===== src/hdl/wjd_pkg.sv =====
// wjd_pkg: shared constants, types and codes of the window jump detector
// no dependencies
package wjd_pkg;

    localparam int MAX_WINDOW  = 64;
    localparam int WIN_W       = 7;
    localparam int SAMPLE_W    = 16;
    localparam int IDX_W       = 20;
    localparam int CNT_W       = 21;
    localparam int MAX_SAMPLES = 1 << IDX_W;
    localparam int RING_DEPTH  = 2 * MAX_WINDOW;
    localparam int RING_AW     = $clog2(RING_DEPTH);
    localparam int SUM_W       = 22;
    localparam int SQ_W        = 38;
    localparam int SCALE_W     = 16;
    localparam int QUEUE_DEPTH = 2;
    localparam int QUEUE_AW    = 1;
    localparam int CFG_IDX_W   = 2;
    localparam int CFG_DATA_W  = 20;
    localparam int STATUS_W    = 3;

    typedef enum logic [CFG_IDX_W-1:0] {
        CFG_WINDOW     = 2'd0,
        CFG_JUMP_SCALE = 2'd1,
        CFG_SPREAD     = 2'd2,
        CFG_MIN_SEP    = 2'd3
    } t_cfg_idx;

    typedef enum logic [STATUS_W-1:0] {
        ST_GROUP    = 3'd0,
        ST_END_JUMP = 3'd1,
        ST_END_NONE = 3'd2,
        ST_SHORT    = 3'd3,
        ST_LONG     = 3'd4
    } t_status;

    typedef enum logic [3:0] {
        S_IDLE, S_SUM, S_DRAIN, S_M1, S_M2, S_M3, S_M4, S_M5, S_CMP, S_DEC
    } t_state;

    typedef struct packed {
        logic [SAMPLE_W-1:0] sample;
        logic                last;
    } t_item;

    typedef struct packed {
        logic [WIN_W-1:0]   window;
        logic [SCALE_W-1:0] jump_scale;
        logic [SCALE_W-1:0] spread_scale;
        logic [IDX_W-1:0]   min_sep;
    } t_cfg;

endpackage


===== src/hdl/wjd_front.sv =====
// wjd_front: input side, short queue of accepted samples
// depends on wjd_pkg
module wjd_front (
    input  logic          i_clk,
    input  logic          i_rst_n,
    input  logic          i_valid,
    output logic          o_ready,
    input  wjd_pkg::t_item i_item,
    output logic          o_avail,
    output wjd_pkg::t_item o_head,
    input  logic          i_pop
);
    import wjd_pkg::*;

    t_item                r_q [QUEUE_DEPTH];
    logic [QUEUE_AW-1:0]  r_wp, r_rp;
    logic [QUEUE_AW:0]    r_cnt;
    logic                 push;

    assign o_ready = (r_cnt != (QUEUE_AW+1)'(QUEUE_DEPTH));
    assign o_avail = (r_cnt != '0);
    assign o_head  = r_q[r_rp];
    assign push    = i_valid && o_ready;

    always_ff @(posedge i_clk) begin
        if (!i_rst_n) begin
            r_wp  <= '0;
            r_rp  <= '0;
            r_cnt <= '0;
        end else begin
            if (push) begin
                r_q[r_wp] <= i_item;
                r_wp      <= r_wp + 1'b1;
            end
            if (i_pop) begin
                r_rp <= r_rp + 1'b1;
            end
            r_cnt <= r_cnt + (QUEUE_AW+1)'(push) - (QUEUE_AW+1)'(i_pop);
        end
    end
endmodule


===== config.mk =====
export PLATFORM = sky130hd
export DESIGN_NAME = wjd_front
export DESIGN_NICKNAME = d
export VERILOG_FILES = /design/src/hdl/wjd_pkg.sv /design/src/hdl/wjd_front.sv
export SDC_FILE = /design/constraint.sdc
export NUM_CORES = 1
export LEC_CHECK = 0
export BUFFER_PORTS_ARGS = -buffer_cell sky130_fd_sc_hd__buf_4
export CAP_MARGIN = 10
export CORE_MARGIN = 2
export CORE_UTILIZATION = 58
export CTS_BUF_LIST = sky130_fd_sc_hd__clkbuf_8
export DETAILED_ROUTE_END_ITERATION = 7
export PLACE_DENSITY = 0.95
export SLEW_MARGIN = 20
export SYNTH_ARGS = -nofsm -noshare
export SYNTH_HDL_FRONTEND = slang
export SYNTH_SLANG_ARGS = --single-unit

===== constraint.sdc =====
create_clock -name i_clk -period 4.9 [get_ports i_clk]
set_input_delay 0 -clock i_clk [delete_from_list [all_inputs] [get_ports i_clk]]
set_output_delay 0 -clock i_clk [all_outputs]
set_load 0.01 [all_outputs]

==> impl_metrics.ini, run 1 <==
[floorplan]
die_w_um = 55.0
ios = 40
rows = 18
dieArea_um2 = 3030
coreArea_um2 = 2480
initial_core_util_pct = 60.9
die_height_um = 55.0

[timing]
timing.final.crit_share_pct = 36.2
worst_slack_ns = 3.13
maxSlewViolCount = 0
slew_headroom_pct = 38.2
setup_viol = 0
hold_viol = 0
timing.fmax_ghz = 0.563
period_needed_ns = 1.77
rsz0062_at_grt = no
worst_slew_pin_slew_ns = 0.926
setup_tns_ns = 0
whs_ns = 0.0412
finClkSkew_ns = 0.00480

[power_and_ir_drop]
power_leakage_nw = 0.832
ir_drop_mv = 0.324
clkPwrFrac_pct = 24.8
p_per_area_nw_per_um2 = 368
p_int_uw = 586
switching_share_pct = 23.1
combPwrFrac_pct = 20.6
power.net_switching_uw = 177
seqPwrFrac_pct = 54.5

[placement]
hpwl_mm = 1.74
preCtsSetupSlack_ns = 3.16
gp_congestion = 0.605
io_buffers = 39
placed_cells = 145
place_area_um2 = 1820

[flow_run]
max_cap_violations = 0

[synthesis]
ys_ff_latch = 39
synth_nets = 100
ys_types = 18
syn-mean-instance-area_um2 = 19.6
netlist_instances = 77
netlist_area_um2 = 1510
ys_warn_count = 0
synth-seq-area-share_pct = 74.3

[finish]
insertedDiodeCount = 0
final_cell_mix = 40 x buf_4, 34 x edfxtp_1, 18 x dlygate4sd3_1
drive_above_1_share_pct = 44.7
final_nets = 163
area_delta_synth_final_pct = 37.6
design_area_um2 = 2080
fin_cells = 171
final_common_cell = buf_4

[worst_setup_path]
cp_data_arrival_time_ns = 1.77
end_kind = primary output
crit_family = flip-flops
crit_path_start_kind = register
worstPathBufferInverterCount = 1
crit_path_cell_trace = mux2_2 > buf_4
critPathSlowestCell = dfxtp_1
crit_type = register to primary output
rr_startpoint = r_cnt[0]
max_stage_delay_ns = 0.93
required_ns = 4.90
worstPathMaxFanout = 17

[drt]
ant_nets = 0
routed_wl_mm = 2.60
drt_iter0_markers = 17
avgViaCountPerCell = 5.06
detail_route.first_pass.iterations = 4
avgRoutedWirePerCell_um = 15.2
drc = 0
vias = 866

[clock_tree]
clk_pin_slew_worst_paths_ns = 0.06
clkLatencyLatePin_ns = 0.28
cts_sinks = 39
tritoncts = done
cts_resized = 0
clockRootBuffer = clkbuf_8
cts_max_path_buffers = 2
ctsHoldBuffers = 18
cts_buffers = 5
post_cts_buffers = 0
htree_levels = 2

[global_route]
grt_pass1_wl_mm = 3.83
grt_start_max_net_pins = 18
grt_pass1_vias = 875
grt_overflow = 0
antenna_found_initial = 0
grt_usage_pct = 19.4

[outcome]
outcome = finished clean

[hold_path]
min_path_type = input port to register
min_from = i_valid
-- cell type report --
class                   instances  area [um2]
multi-input cells              34         349
clock inverters                 3        11.3
inverters                       2        7.51
well taps                      30        37.5
clock buffers                   5        68.8
fillers                       130         402
flip-flops and latches         39        1120
repair buffers                 58         480
-- worst min-delay path, cell delays in order --
cell	delay [ns]
buf_4	0.11
nand3_1	0.08
o22ai_1	0.07
-- power groups by stage --
stage               Sequential (mW)  Clock, mW  Combinational [mW]
floorplan                     0.413          0              0.0917
global placement              0.420          0               0.140
detailed placement            0.424          0               0.147
CTS                           0.416      0.194               0.159
global route                  0.420      0.207               0.172
finish                        0.416      0.189               0.157
-- cell usage after synthesis --
library cell  instances  area [um2]
edfxtp_1             34        1020
mux2_4               10         150
mux2_2                7        78.8
and2_1                5        31.3
dfxtp_1               5         100
ha_1                  2        25.0
inv_1                 2        7.51
xnor2_1               2        17.5
and3_1                1        6.26
buf_12                1        20.0
buf_6                 1        11.3
nand2_1               1        3.75
nand2b_1              1        6.26
nand3_1               1        5.00
nor2_1                1        3.75
o22ai_1               1        6.26
or2_2                 1        6.26
xor2_1                1        8.76
-- through the flow --
stage | util (%) | total power [mW]
floorplan | - | 0.505
global placement | 73.3 | 0.560
detailed placement | 73.3 | 0.571
CTS | 83.8 | 0.769
global route | 83.8 | 0.799
finish | 83.8 | 0.763
-- state kept, by name, indices dropped and copies added, names as in the netlist, named ones only --
signal and flops:
r_cnt 2, r_rp 1, r_q 34, r_wp 1
-- cells by family after synthesis --
group,after synthesis,synth area share (%)
AND/OR/NAND/NOR,11,4.15
buffers and inverters,4,2.57
AO/OA/AOI/OAI,1,0.415
adder cells (fa/ha/maj),2,1.66
multiplexers,17,15.2
XOR/XNOR,3,1.74
flip-flops,39,74.3
-- path summary, 6_finish.rpt --
kind | depth (start not counted) | slack [ns] | to
setup reg to reg | 9 | 3.16 | r_cnt[1]
setup / recovery | 2 | 3.13 | o_head[14]
hold reg to reg | 2 | 0.50 | r_wp
hold / removal | 3 | 0.04 | r_wp
-- layer usage --
metal,vias up,routed length (um),global-route usage [%]
met5,-,0,0
met4,0,19,8.54
met3,4,113,4.84
met2,27,1530,36.5
met1,424,937,20.1
li1,411,-,-
(Power assumes the default switching activity.)
==> run 2: changes to the inputs <==
- CORE_UTILIZATION: 58 -> 48
- PLACE_DENSITY: 0.95 -> 0.85
- clock period: 4.9 -> 1.47 ns (I/O delays scaled with it)
==> impl_metrics.ini, run 2 (synthesis gave the netlist of run 1 again) <==
[floorplan]
die_w_um = 60.1
coreArea_um2 = 3030
initial_core_util_pct = 49.8
die_height_um = 60.1
rows = 20
dieArea_um2 = 3610
ios = 40

[worst_setup_path]
reg2reg_to = r_cnt[1]
cp_data_arrival_time_ns = 1.74
worstPathMaxFanout = 2
required_ns = 1.66
r2r_slack_ns = -0.08
end_kind = register
crit_type = register to register
reg2reg_depth = 9
crit_path_start_kind = register
rr_startpoint = r_cnt[0]

[timing]
period_needed_ns = 1.55
timing.final.crit_share_pct = 105
maxSlewViolCount = 0
setup_viol = 1
worst_slack_ns = -0.0775
slew_headroom_pct = 83.4
worst_slew_pin_slew_ns = 0.248
rsz0062_at_grt = yes
hold_viol = 0
timing.fmax_ghz = 0.646
finClkSkew_ns = 0.00631

[clock_tree]
htree_levels = 2
clockRootBuffer = clkbuf_8
cts_sinks = 39
clkLatencyLatePin_ns = 0.29
clk_pin_slew_worst_paths_ns = 0.07
cts_max_path_buffers = 2
cts_buffers = 5
tritoncts = done

[hold_path]
min_from = i_valid
worst_hold_path.endpoint = r_wp
worstHoldPathCells = 3
min_path_type = input port to register

[power_and_ir_drop]
power_leakage_nw = 0.890
ir_drop_mv = 0.836
p_per_area_nw_per_um2 = 1250

[placement]
place_area_um2 = 1910
hpwl_mm = 1.74
io_buffers = 39
preCtsSetupSlack_ns = -0.117
gp_congestion = 0.705

[finish]
largest-register = r_q
largest_reg_flops = 34
final_nets = 172
multiInputGateArea_um2 = 399
register_area_um2 = 1120
final_common_cell = buf_4
fill_cells = 190
drive_above_1_share_pct = 56.0
top_regs = r_q: 34 flops, r_cnt: 2 flops
area_delta_synth_final_pct = 47.5
design_area_um2 = 2230
final_cell_mix = 49 x buf_4, 34 x edfxtp_1, 18 x dlygate4sd3_1
insertedDiodeCount = 0

[global_route]
grt_pass1_vias = 916
grt_overflow = 0
antenna_found_initial = 0
grt_usage_pct = 15.6
grt_start_max_net_pins = 18
grt_pass1_wl_mm = 3.81

[drt]
drt_iter0_markers = 42
routed_wl_mm = 2.60
ant_nets = 0
drc = 0
avgRoutedWirePerCell_um = 13.4
avgViaCountPerCell = 4.61
detail_route.first_pass.iterations = 4
vias = 894

[outcome]
outcome = complete, but fails checks
violations = negative setup slack

[flow_run]
max_cap_violations = 0
run 2: layer usage:
layer	global-route usage [%]	wire length [um]	vias up
li1	-	-	428
met1	14.6	1010	433
met2	28.1	1430	31
met3	7.36	143	2
met4	7.62	23	0
met5	0	0	-
run 2: timing repair:
item	in CTS	in global routing
endpoints found under the hold margin	38	0
setup buffers	2	0
setup endpoints to repair	18	9
gates cloned	0	0
gates resized for setup	4	1
hold buffers	18	0
pin swaps	4	3
run 2: power by group:
part | switching [mW] | internal [mW] | total, mW
sequential | 0.0430 | 1.32 | 1.37
clock | 0.345 | 0.371 | 0.716
combinational | 0.277 | 0.433 | 0.710
run 2: per-stage QoR:
| stage | instances | hold slack (ns) | setup TNS (ns) | total power [mW] | util [%] |
|---|---|---|---|---|---|
| 2_1_floorplan | 77 | 0.0989 | -0.0828 | 1.72 | - |
| 3_3_place_gp | 166 | 0.186 | -0.0453 | 1.97 | 63.1 |
| 3_5_place_dp | 166 | 0.188 | -0.283 | 2.01 | 63.1 |
| 4_1_cts | 194 | 0.0426 | -0.0997 | 2.82 | 73.4 |
| 5_1_grt | 194 | 0.0762 | -0.355 | 2.92 | 73.5 |
| 6_report | 194 | 0.0614 | -0.0775 | 2.79 | 73.5 |
run 2: worst max path at each step:
stage	startpoint	endpoint
floorplan	r_cnt[0]	r_cnt[1]
global placement	r_cnt[0]	r_cnt[1]
detailed placement	r_cnt[0]	r_cnt[1]
CTS	r_cnt[0]	r_cnt[1]
global route	r_cnt[0]	r_cnt[1]
finish	r_cnt[0]	r_cnt[1]
run 2: final cells by class:
| class | count | share of cell area (%) |
|---|---|---|
| Tap cell | 44 | 2.47 |
| Sequential cell | 39 | 50.4 |
| Timing Repair Buffer | 67 | 24.6 |
| Multi-Input combinational cell | 34 | 17.9 |
| Inverter | 2 | 0.450 |
| Clock buffer | 6 | 3.71 |
| Clock inverter | 2 | 0.393 |
run 2: critical path, cell delays in order (launching register included):
cell	delay [ns]
dfxtp_2	0.33
nand2b_4	0.11
and2_4	0.15
inv_4	0.03
ha_4	0.24
inv_2	0.04
ha_4	0.15
xnor2_2	0.13
xnor2_1	0.13
and2_1	0.14
